--- config.mk ---
export PLATFORM = sky130hd
export DESIGN_NAME = cbph_norm
export DESIGN_NICKNAME = d
export VERILOG_FILES = /design/src/sv/cbph_pkg.sv /design/src/sv/cbph_norm.sv
export SDC_FILE = /design/constraint.sdc
export NUM_CORES = 2
export LEC_CHECK = 0
export BUFFER_PORTS_ARGS = -buffer_cell sky130_fd_sc_hd__buf_4
export CORE_MARGIN = 2
export CORE_UTILIZATION = 30
export DETAILED_ROUTE_END_ITERATION = 16
export PLACE_DENSITY = 0.53
export SLEW_MARGIN = 5
export SYNTH_ARGS = -nofsm -noshare
export SYNTH_HDL_FRONTEND = slang
export SYNTH_SLANG_ARGS = --single-unit
--- constraint.sdc ---
create_clock -name clk -period 8.7 [get_ports clk]
set_clock_uncertainty 0.05 [all_clocks]
set_input_delay 0.87 -clock clk [delete_from_list [all_inputs] [get_ports clk]]
set_output_delay 0.87 -clock clk [all_outputs]
set_load 0.03 [all_outputs]
--- src/sv/cbph_pkg.sv ---
`timescale 1ns / 1ps
package cbph_pkg;

	localparam int COORD_BITS_DEF   = 16;
	localparam int CORDIC_STEPS_DEF = 16;
	localparam int T_BITS           = 16;
	localparam int HEAD_BITS        = 16;
	// CORDIC datapath word and angle accumulator widths
	localparam int CW               = 64;
	localparam int AW               = 34;
	// normalise until a component reaches 2^NORM_EXP
	localparam int NORM_EXP         = 57;
	localparam int NORM_STAGES      = 7;
	// tangent pipeline depth and normaliser depth (shift stages plus quadrant stage)
	localparam int TAN_LAT          = 2;
	localparam int NORM_LAT         = NORM_STAGES + 1;
	localparam int POINT_LAT        = 3;

	// atan(2^-i) in units of pi / 2^31
	function automatic logic signed [AW-1:0] atan_units(input int i);
		logic signed [AW-1:0] r;
		case (i)
			0:  r = AW'(536870912);
			1:  r = AW'(316933406);
			2:  r = AW'(167458907);
			3:  r = AW'(85004756);
			4:  r = AW'(42667331);
			5:  r = AW'(21354465);
			6:  r = AW'(10679838);
			7:  r = AW'(5340245);
			8:  r = AW'(2670163);
			9:  r = AW'(1335087);
			10: r = AW'(667544);
			11: r = AW'(333772);
			12: r = AW'(166886);
			13: r = AW'(83443);
			14: r = AW'(41722);
			15: r = AW'(20861);
			16: r = AW'(10430);
			17: r = AW'(5215);
			18: r = AW'(2608);
			19: r = AW'(1304);
			20: r = AW'(652);
			21: r = AW'(326);
			22: r = AW'(163);
			23: r = AW'(81);
			24: r = AW'(41);
			25: r = AW'(20);
			26: r = AW'(10);
			27: r = AW'(5);
			28: r = AW'(3);
			29: r = AW'(1);
			30: r = AW'(1);
			default: r = '0;
		endcase
		return r;
	endfunction

	// shift tried at each normaliser stage: 32,16,8,4,2,1 then a final 1
	function automatic int norm_shift(input int k);
		return (k < NORM_STAGES - 1) ? (32 >> k) : 1;
	endfunction

	function automatic logic [CW-1:0] mag(input logic signed [CW-1:0] v);
		return v[CW-1] ? CW'(-v) : CW'(v);
	endfunction

endpackage

--- src/sv/cbph_norm.sv ---
`timescale 1ns / 1ps
// Normaliser: vector (-gx, gy) scaled up by a binary shift search, then folded
// into the right half plane with a starting angle of +-pi
module cbph_norm (
	input  logic                           clk,
	input  logic                           en,
	input  logic signed [cbph_pkg::CW-1:0] gx,
	input  logic signed [cbph_pkg::CW-1:0] gy,
	output logic signed [cbph_pkg::CW-1:0] x,
	output logic signed [cbph_pkg::CW-1:0] y,
	output logic signed [cbph_pkg::AW-1:0] acc,
	output logic                           zero
);

	localparam int NS = cbph_pkg::NORM_STAGES;
	localparam int CW = cbph_pkg::CW;
	localparam int AW = cbph_pkg::AW;

	logic signed [CW-1:0] nx_s [0:NS];
	logic signed [CW-1:0] ny_s [0:NS];
	logic                 nz_s [0:NS];
	logic signed [CW-1:0] xo_s;
	logic signed [CW-1:0] yo_s;
	logic signed [AW-1:0] acc_s;
	logic                 zo_s;

	assign nx_s[0] = -gx;
	assign ny_s[0] = gy;
	assign nz_s[0] = (gx == '0) && (gy == '0);

	// one trial shift per stage; the search stages keep the larger component
	// below 2^NORM_EXP, the last stage lifts it to 2^NORM_EXP or above
	for (genvar k = 0; k < NS; k++) begin : g_shift
		localparam int K = cbph_pkg::norm_shift(k);
		localparam int E = (k < NS - 1) ? cbph_pkg::NORM_EXP - K : cbph_pkg::NORM_EXP;
		logic [CW-1:0] m;
		logic          go;
		assign m  = cbph_pkg::mag(nx_s[k]) | cbph_pkg::mag(ny_s[k]);
		assign go = (m >> E) == '0;
		always_ff @(posedge clk) begin
			if (en) begin
				nx_s[k+1] <= go ? (nx_s[k] <<< K) : nx_s[k];
				ny_s[k+1] <= go ? (ny_s[k] <<< K) : ny_s[k];
				nz_s[k+1] <= nz_s[k];
			end
		end
	end

	// left half plane: negate and start from +pi or -pi
	always_ff @(posedge clk) begin
		if (en) begin
			if (nx_s[NS][CW-1]) begin
				xo_s  <= -nx_s[NS];
				yo_s  <= -ny_s[NS];
				acc_s <= ny_s[NS][CW-1] ? -(AW'(1) <<< 31) : (AW'(1) <<< 31);
			end else begin
				xo_s  <= nx_s[NS];
				yo_s  <= ny_s[NS];
				acc_s <= '0;
			end
			zo_s <= nz_s[NS];
		end
	end

	assign x    = xo_s;
	assign y    = yo_s;
	assign acc  = acc_s;
	assign zero = zo_s;

endmodule

==> impl_metrics.ini <==
[global_route]
antenna_found_initial = 0
grt_pass1_wl_um = 197900
grt_max_degree = 203
grt_pass1_vias = 30730
grt_usage = 0.1472
grt-ovfl-total = 0

[detailed_routing]
drc = 0
drt_iter0_drc = 2325
dr_total_vias = 30640
ant_nets = 0
vias_per_cell = 4.939
dr.pass1.iters = 8
drt_wl_total_um = 130000
wl_per_cell_um = 20.95

[finish]
layout-drive-gt1-share = 0.2848
areaGrowthSynthToFinish_pct = 14.78
multi_input_area_mm2 = 0.01874
final-seq-area_mm2 = 0.03105
layout_common_cells = 1034 x edfxtp_1, 630 x mux2_2, 285 x buf_4
final_common_cell = edfxtp_1
fin_area_mm2 = 0.05843
layoutNonFillerInstCount = 6204
finish.utilization = 0.3459
nNetsFinal = 4035
nFillCells = 16420

[timing]
fmax_mhz = 152.1
tns_ps = 0
rsz0062_at_grt = false
drv_slew = 0
fin_crit_sh = 0.7556
period_minus_slack_ps = 6574
tightest_slew_ps = 1110
relSlewSlack = 0.2597
setup_viol = 0
hold_viol_final = 0

[clocking]
postCtsSetupRepairBufs = 0
hold_buffers = 0
postCtsResizedCells = 0
cts_tree = built
cts_buffer_depth = 3
cts_sinks = 1034
worstSkewPairLatency_ps = 700
cts_root_buf = clkbuf_16
cts_buffers = 107
htreeDepth = 3
cts.clk_slew.worst_paths_ps = 60

[floorplanning]
dieArea_mm2 = 0.1730
core_area_mm2 = 0.1689
die_x_um = 415.9
dieHeight_um = 415.9
rows = 151
start_util = 0.3014
ios = 293

[yosys]
syn-cell-area_mm2 = 0.05091
synthDistinctLibCells = 86
ys_ff_latch = 1034
yosysWarnings = 0
synth_edf_count = 1034
synth.top_cell.area_share = 0.6099
ys_seq_area_frac = 0.6099
syn_inst = 3737
async_flop_share = 0
yosysTopAreaCell = edfxtp_1
synth.avg_cell_area_um2 = 13.62
netlist_top_cells_area = edfxtp_1 61%, mux2_2 14%, xnor2_1 2.8%
ys.flop_type = edfxtp_1

[pwr]
vdd_drop_max_mv = 0.1341
total_power_uw = 11670
leakage_uw = 0.01908
p_per_area_mw_per_mm2 = 199.8

[placed_design]
gp_congestion = 0.8540
place_area_mm2 = 0.05492
dpl.hpwl_um = 96830
post-place-cells = 6011
io_buffers = 261

[setup_path]
cp_max_fo = 64
cp-end-kind = flop
arrival_ps = 6960
crit_type = input port to flop
required_ps = 9090
worstSetupStartpointType = input port

[worst_hold_path]
hold_class = flop to flop

[status]
status = completed

[run]
maxCapViolCount = 0
-- registers in the layout (all words and copies together), names as in the netlist --
signal / count
x: 64
nx_s: 448
nz_s: 7
zero: 1
ny_s: 448
acc: 2
y: 64
-- synthesized netlist by cell type, drive strengths merged, types with 8 or more instances --
cell type / instances
mux2: 658
nand2b: 26
o31ai: 53
nand2: 160
nor2b: 41
xnor2: 166
or2: 29
a32oi: 8
and3: 16
nand4: 86
a211oi: 8
o21ai: 122
o22ai: 9
or3: 47
or4: 60
o41ai: 25
a21oi: 51
a31oi: 20
and2: 106
nand3: 62
nor4: 234
clkbuf: 206
o31a: 13
o211ai: 9
xor2: 30
nor3: 95
buf: 59
mux2i: 35
edfxtp: 1034
nor2: 124
inv: 29
a21boi: 9
-- critical path, cell delays in order --
cell and delay, ps:
buf_4 140, nor4_4 570, nand4_2 470, nor3_1 380
xor2_1 630, nor4b_1 590, and3_1 300, nand3_1 200
nor3_2 540, a31oi_1 150, or3_1 320, nand4_1 100
nand4b_4 130, buf_4 540, buf_4 590, mux2_1 380
-- final timing paths --
path,startpoint,cells after the start,slack (ps),endpoint
setup / recovery,gx[9],16,2130,nx_s[418]
hold / removal,nz_s[6],0,370,nz_s[5]
setup reg to reg,nx_s[403],13,2970,nx_s[337]
hold reg to reg,nz_s[6],0,370,nz_s[5]
-- cell families after synthesis --
group | count (synthesis) | synth area share
adders and majority gates | 3 | 0.0007374
buffers and inverters | 294 | 0.02517
AOI/OAI and AO/OA | 395 | 0.05191
DFF | 1034 | 0.6099
and+or+nand+nor | 1121 | 0.1256
other | 1 | 0.00007366
muxes | 693 | 0.1524
xor gates and xnor gates | 196 | 0.03416
-- metal layers --
metal | routed length [µm] | vias up | share of wire | global-route usage
li1 | - | 14910 | - | -
met1 | 61420 | 14790 | 0.47 | 0.2054
met2 | 60600 | 774 | 0.47 | 0.2391
met3 | 5016 | 171 | 0.039 | 0.01829
met4 | 2950 | 0 | 0.023 | 0.04345
met5 | 0 | - | 0 | 0
-- cell type report --
class                      instances  area share
antenna                            1  0.00004283
sequential                      1034      0.5314
tap                             2218     0.04749
clock buffer                     128     0.04827
timing repair buffer             291     0.03859
multi-input combinational       2439      0.3206
inverter                          29    0.001863
clock inverter                    64     0.01171
-- per-stage QoR --
stage	worst slack [ps]	hold slack, ps
after floorplan	3317	350.3
after global placement	1508	353.2
after detailed placement	1502	354.5
after global routing	1833	352.4
after CTS	2268	317.5
final	2126	367.2
-- power by group --
group          switching, µW  leakage [µW]  internal [µW]
Combinational            532       0.00725            376
Sequential               296        0.0101           5890
Clock                   1890       0.00171           2690
Total                   2720        0.0191           8950
Power figures use the tool's default switching activity.
