--- config.mk ---
export PLATFORM = sky130hd
export DESIGN_NAME = cbph_lerp
export DESIGN_NICKNAME = d
export VERILOG_FILES = /design/src/sv/cbph_pkg.sv /design/src/sv/cbph_lerp.sv
export SDC_FILE = /design/constraint.sdc
export NUM_CORES = 2
export LEC_CHECK = 0
export ABC_CLOCK_PERIOD_IN_PS = 15770
export BUFFER_PORTS_ARGS = -buffer_cell sky130_fd_sc_hd__buf_2
export CORE_ASPECT_RATIO = 0.6
export CORE_UTILIZATION = 66
export DETAILED_ROUTE_END_ITERATION = 16
export GPL_TIMING_DRIVEN = 0
export PLACE_DENSITY = 0.83
export SYNTH_ARGS = -nofsm -noshare
export SYNTH_HDL_FRONTEND = slang
export SYNTH_SLANG_ARGS = --single-unit
--- constraint.sdc ---
create_clock -name clk -period 15.77 [get_ports clk]
set_input_delay 2.3655 -clock clk [delete_from_list [all_inputs] [get_ports clk]]
set_output_delay 2.3655 -clock clk [all_outputs]
set_load 0.05 [all_outputs]
--- src/sv/cbph_pkg.sv ---
`timescale 1ns / 1ps
package cbph_pkg;

	localparam int COORD_BITS_DEF   = 16;
	localparam int CORDIC_STEPS_DEF = 16;
	localparam int T_BITS           = 16;
	localparam int HEAD_BITS        = 16;
	// CORDIC datapath word and angle accumulator widths
	localparam int CW               = 64;
	localparam int AW               = 34;
	// normalise until a component reaches 2^NORM_EXP
	localparam int NORM_EXP         = 57;
	localparam int NORM_STAGES      = 7;
	// tangent pipeline depth and normaliser depth (shift stages plus quadrant stage)
	localparam int TAN_LAT          = 2;
	localparam int NORM_LAT         = NORM_STAGES + 1;
	localparam int POINT_LAT        = 3;

	// atan(2^-i) in units of pi / 2^31
	function automatic logic signed [AW-1:0] atan_units(input int i);
		logic signed [AW-1:0] r;
		case (i)
			0:  r = AW'(536870912);
			1:  r = AW'(316933406);
			2:  r = AW'(167458907);
			3:  r = AW'(85004756);
			4:  r = AW'(42667331);
			5:  r = AW'(21354465);
			6:  r = AW'(10679838);
			7:  r = AW'(5340245);
			8:  r = AW'(2670163);
			9:  r = AW'(1335087);
			10: r = AW'(667544);
			11: r = AW'(333772);
			12: r = AW'(166886);
			13: r = AW'(83443);
			14: r = AW'(41722);
			15: r = AW'(20861);
			16: r = AW'(10430);
			17: r = AW'(5215);
			18: r = AW'(2608);
			19: r = AW'(1304);
			20: r = AW'(652);
			21: r = AW'(326);
			22: r = AW'(163);
			23: r = AW'(81);
			24: r = AW'(41);
			25: r = AW'(20);
			26: r = AW'(10);
			27: r = AW'(5);
			28: r = AW'(3);
			29: r = AW'(1);
			30: r = AW'(1);
			default: r = '0;
		endcase
		return r;
	endfunction

	// shift tried at each normaliser stage: 32,16,8,4,2,1 then a final 1
	function automatic int norm_shift(input int k);
		return (k < NORM_STAGES - 1) ? (32 >> k) : 1;
	endfunction

	function automatic logic [CW-1:0] mag(input logic signed [CW-1:0] v);
		return v[CW-1] ? CW'(-v) : CW'(v);
	endfunction

endpackage

--- src/sv/cbph_lerp.sv ---
`timescale 1ns / 1ps
// De Casteljau triangle for one axis, one round of lerps per stage
module cbph_lerp #(
	parameter int CB = cbph_pkg::COORD_BITS_DEF
) (
	input  logic                 clk,
	input  logic                 en,
	input  logic [15:0]          t,
	input  logic signed [CB-1:0] c0,
	input  logic signed [CB-1:0] c1,
	input  logic signed [CB-1:0] c2,
	input  logic signed [CB-1:0] c3,
	output logic signed [CB-1:0] p
);

	// a + floor(((b-a)*t + 32768) / 65536)
	function automatic logic signed [CB-1:0] lerp(input logic signed [CB-1:0] a,
			input logic signed [CB-1:0] b, input logic [15:0] tv);
		logic signed [CB:0]    d;
		logic signed [CB+17:0] pr;
		logic signed [CB+17:0] q;
		d  = {b[CB-1], b} - {a[CB-1], a};
		pr = d * $signed({1'b0, tv});
		q  = (pr + (CB+18)'(32768)) >>> 16;
		return a + q[CB-1:0];
	endfunction

	logic signed [CB-1:0] w_s1 [0:2];
	logic [15:0]          t_s1;
	logic signed [CB-1:0] w_s2 [0:1];
	logic [15:0]          t_s2;
	logic signed [CB-1:0] p_s3;

	always_ff @(posedge clk) begin
		if (en) begin
			w_s1[0] <= lerp(c0, c1, t);
			w_s1[1] <= lerp(c1, c2, t);
			w_s1[2] <= lerp(c2, c3, t);
			t_s1    <= t;
			w_s2[0] <= lerp(w_s1[0], w_s1[1], t_s1);
			w_s2[1] <= lerp(w_s1[1], w_s1[2], t_s1);
			t_s2    <= t_s1;
			p_s3    <= lerp(w_s2[0], w_s2[1], t_s2);
		end
	end

	assign p = p_s3;

endmodule

==> metrics.md <==
| Metric | Value |
|---|---|
| Sequential fraction of the synthesis area | `5.33%` |
| RSZ-0062 raised after global routing | `no` |
| CTS H-tree lvls | `4` |
| DRC Markers | `0` |
| Initial DRC Count | `6,030` |
| Cell taking the most area after synthesis | `fa_1` |
| Post-detail-place hpwl | `196,000 um` |
| Status | `finished with violations` |
| Hold Crit Class | `register to register` |
| Worst stage delay on the critical path | `0.75 ns` |
| CP Data Arrival Time | `14.75 ns` |
| GRT Total Usage | `42.4%` |
| # fillers | `8,501` |
| Xor and xnor fraction of the mapped netlist area | `3.77%` |
| Total Nets Final | `10,500` |
| Final Util | `69.6%` |
| CTS Root Cell | `clkbuf_16` |
| Starting Density | `66.9%` |
| Clock Latency Late Sink | `0.46 ns` |
| Synthesized-area fraction occupied by adder cells | `57.5%` |
| Final Critical Period | `14.59 ns` |
| Synth unique cells | `73` |
| Ys flop type | `edfxtp_1` |
| CP required | `15.94 ns` |
| CTS Hold Buffers Added | `0` |
| CP max-delay cell | `xnor2_1` |
| Die area | `111,000 um2` |
| Max FO, Critical Path | `10` |
| Clock Path Buffers | `2` |
| Number of max-cap violations | `3` |
| Met1 Use GR | `60.8%` |
| Synth Warn # | `0` |
| CP top delay family | `adder cells` |
| # rows | `93` |
| Vias per inst | `5.77` |
| Largest family of logic cells by synthesized area | `adder cells` |
| Syn_area_per_cell | `9.08 um2` |
| CP Launch Type | `input port` |
| Count leader, synth | `inv_1` |
| TritonRoute pass-1 iters | `7` |
| Flops & latches, synth | `128` |
| Crit-path most repeated cell | `fa_1` |
| Clock Sinks | `128` |
| FF/Latch Area | `3840 um2` |
| IO Port Bufs | `97` |
| Max Fclk | `68.6 MHz` |
| Post-synth top area share | `44.6%` |
| Num ports | `98` |
| Met2 GRT Util | `55.8%` |
| Place WS | `1.22 ns` |
| Share of layout cells above drive strength 1 | `2.40%` |
| Initial antenna violation count | `28` |
| Synth area leaders | `fa_1 (45%), ha_1 (13%), inv_1 (12%)` |
| Die width | `429 um` |
| Met3 Track Usage GR | `20.8%` |
| Mux contribution to synthesized area | `0.0156%` |
| Busiest grt layer | `met1` |
| Commonest cells post-synth | `inv_1 (2,297), fa_1 (1,608), and2_1 (789), ha_1 (744), nand2_1 (647)` |
| CTS Buf Count | `17` |
| Post-CTS setup buffers | `0` |
| Largest net degree at the start of global routing | `109` |
| Drt wl/cell | `23.8 um` |
| TNS Setup | `0 ns` |
| Final Hold Fails | `0` |
| Area occupied by multi-input gates | `58,700 um2` |
| Synthesized Nets | `10,400` |
| Area delta synth->final | `4.09%` |
| Clock transition at path regs | `0.07 ns` |
| Via count | `54,900` |
| Compound-Gate Fraction of Synth Area | `4.45%` |
| Grt total ovfl | `0` |
| Die Y | `258 um` |
| Setup ws final | `1.18 ns` |
| CTS tree | `done` |
| Mapped Area | `72,100 um2` |
| Global-route wire length before repair | `347,000 um` |
| Hold slack | `0.498 ns` |
| Period utilization | `92.5%` |
| Async set or reset register ratio after synthesis | `0%` |
| Total wire length | `227,000 um` |
| Routed Antenna Nets | `0` |
| Crit Path Category | `input port to register` |
| Max-slew headroom | `-3.19%` |
| GPL Wtd Cong | `1.10` |
| Simple-Gate Fraction of Synth Area | `15.6%` |
| Core Footprint | `108,000 um2` |
| Violated checks | `max-capacitance violations, max-slew violations` |
| Final Max Tran Viols | `11` |
| Post-CTS resize count | `0` |
| Post-synth EDFFs | `128` |
| Setup violators final | `0` |
| Slew @ Worst Pin | `1.54 ns` |
| Crit path capture type | `register` |
| Worst path bufs/invs | `7` |
| Vias in the first global route | `56,800` |
| Synth Instances | `7,942` |
| Max Clock Skew | `0.0154 ns` |
## worst paths after layout
check | startpoint | end | slack (ns) | cells after the start
hold reg to reg | t_s1[8] | t_s2[8] | 0.50 | 0
setup / recovery | c1[1] | w_s1[0][15] | 1.18 | 42
hold / removal | t_s1[8] | t_s2[8] | 0.50 | 0
setup reg to reg | w_s1[0][17] | w_s2[0][31] | 1.73 | 42
## routing by layer
layer / vias up / wire (um)
li1: 23500 / -
met1: 27300 / 91900
met2: 3650 / 85500
met3: 441 / 41300
met4: 10 / 8170
met5: - / 138
## registers in the layout, indices dropped and copies added, names as in the netlist
| register | count |
|---|---|
| w_s2 | 32 |
| w_s1 | 48 |
| t_s2 | 16 |
| p | 16 |
| t_s1 | 16 |
## area by class of cell
class | count | area share (%)
multi-input combinational | 5263 | 78.2
inverter | 2297 | 11.5
sequential | 128 | 5.12
tap | 1425 | 2.37
buffer | 254 | 1.28
timing repair buffer | 99 | 0.701
clock buffer | 17 | 0.566
clock inverter | 15 | 0.190
antenna | 24 | 0.0800
## per-stage QoR
stage / cells / area [um2]
4_1_cts: 9498 / 75000
3_3_place_gp: 9464 / 74400
6_report: 9522 / 75100
3_5_place_dp: 9466 / 74500
2_1_floorplan: 7942 / 72100
5_1_grt: 9500 / 75000
## layout by cell type (no fill, tap or decap), types with 5 or more instances in the layout
cell       instances
buf_2            102
o21bai_1          30
clkbuf_1         248
diode_2           24
nor2b_1          149
ha_1             744
nor3b_1           65
or3b_2            33
fa_1            1608
a21oi_1          147
or3_1             13
edfxtp_1         128
o211ai_1          16
a21boi_0          22
and2_1           789
nand4_1           11
and3_1            21
a21o_1            50
nor3_1            73
nor2_1           162
nand2_1          647
xnor2_1          250
a41o_1             5
o31ai_1            6
inv_6              6
a2111oi_0          7
o21a_1            31
nand3_1           43
o21ai_0           86
or2_2             11
a31oi_1           19
xor2_1            48
clkbuf_16         17
inv_1           2297
a211oi_1          15
xnor3_1            5
nand2b_1          78
## logic make-up (layout without fill, tap and decap cells)
logic type | Yosys count | after routing
simple gates | 2115 | 2115
flops | 128 | 128
buf+inv | 2551 | 2682
other cells | 0 | 24
mux | 1 | 1
fa+ha+maj | 2352 | 2352
xor+xnor | 303 | 303
compound gates | 492 | 492
Power is not shown: default switching activity piles up to over one toggle a cycle in this logic, so the estimate is an artifact.
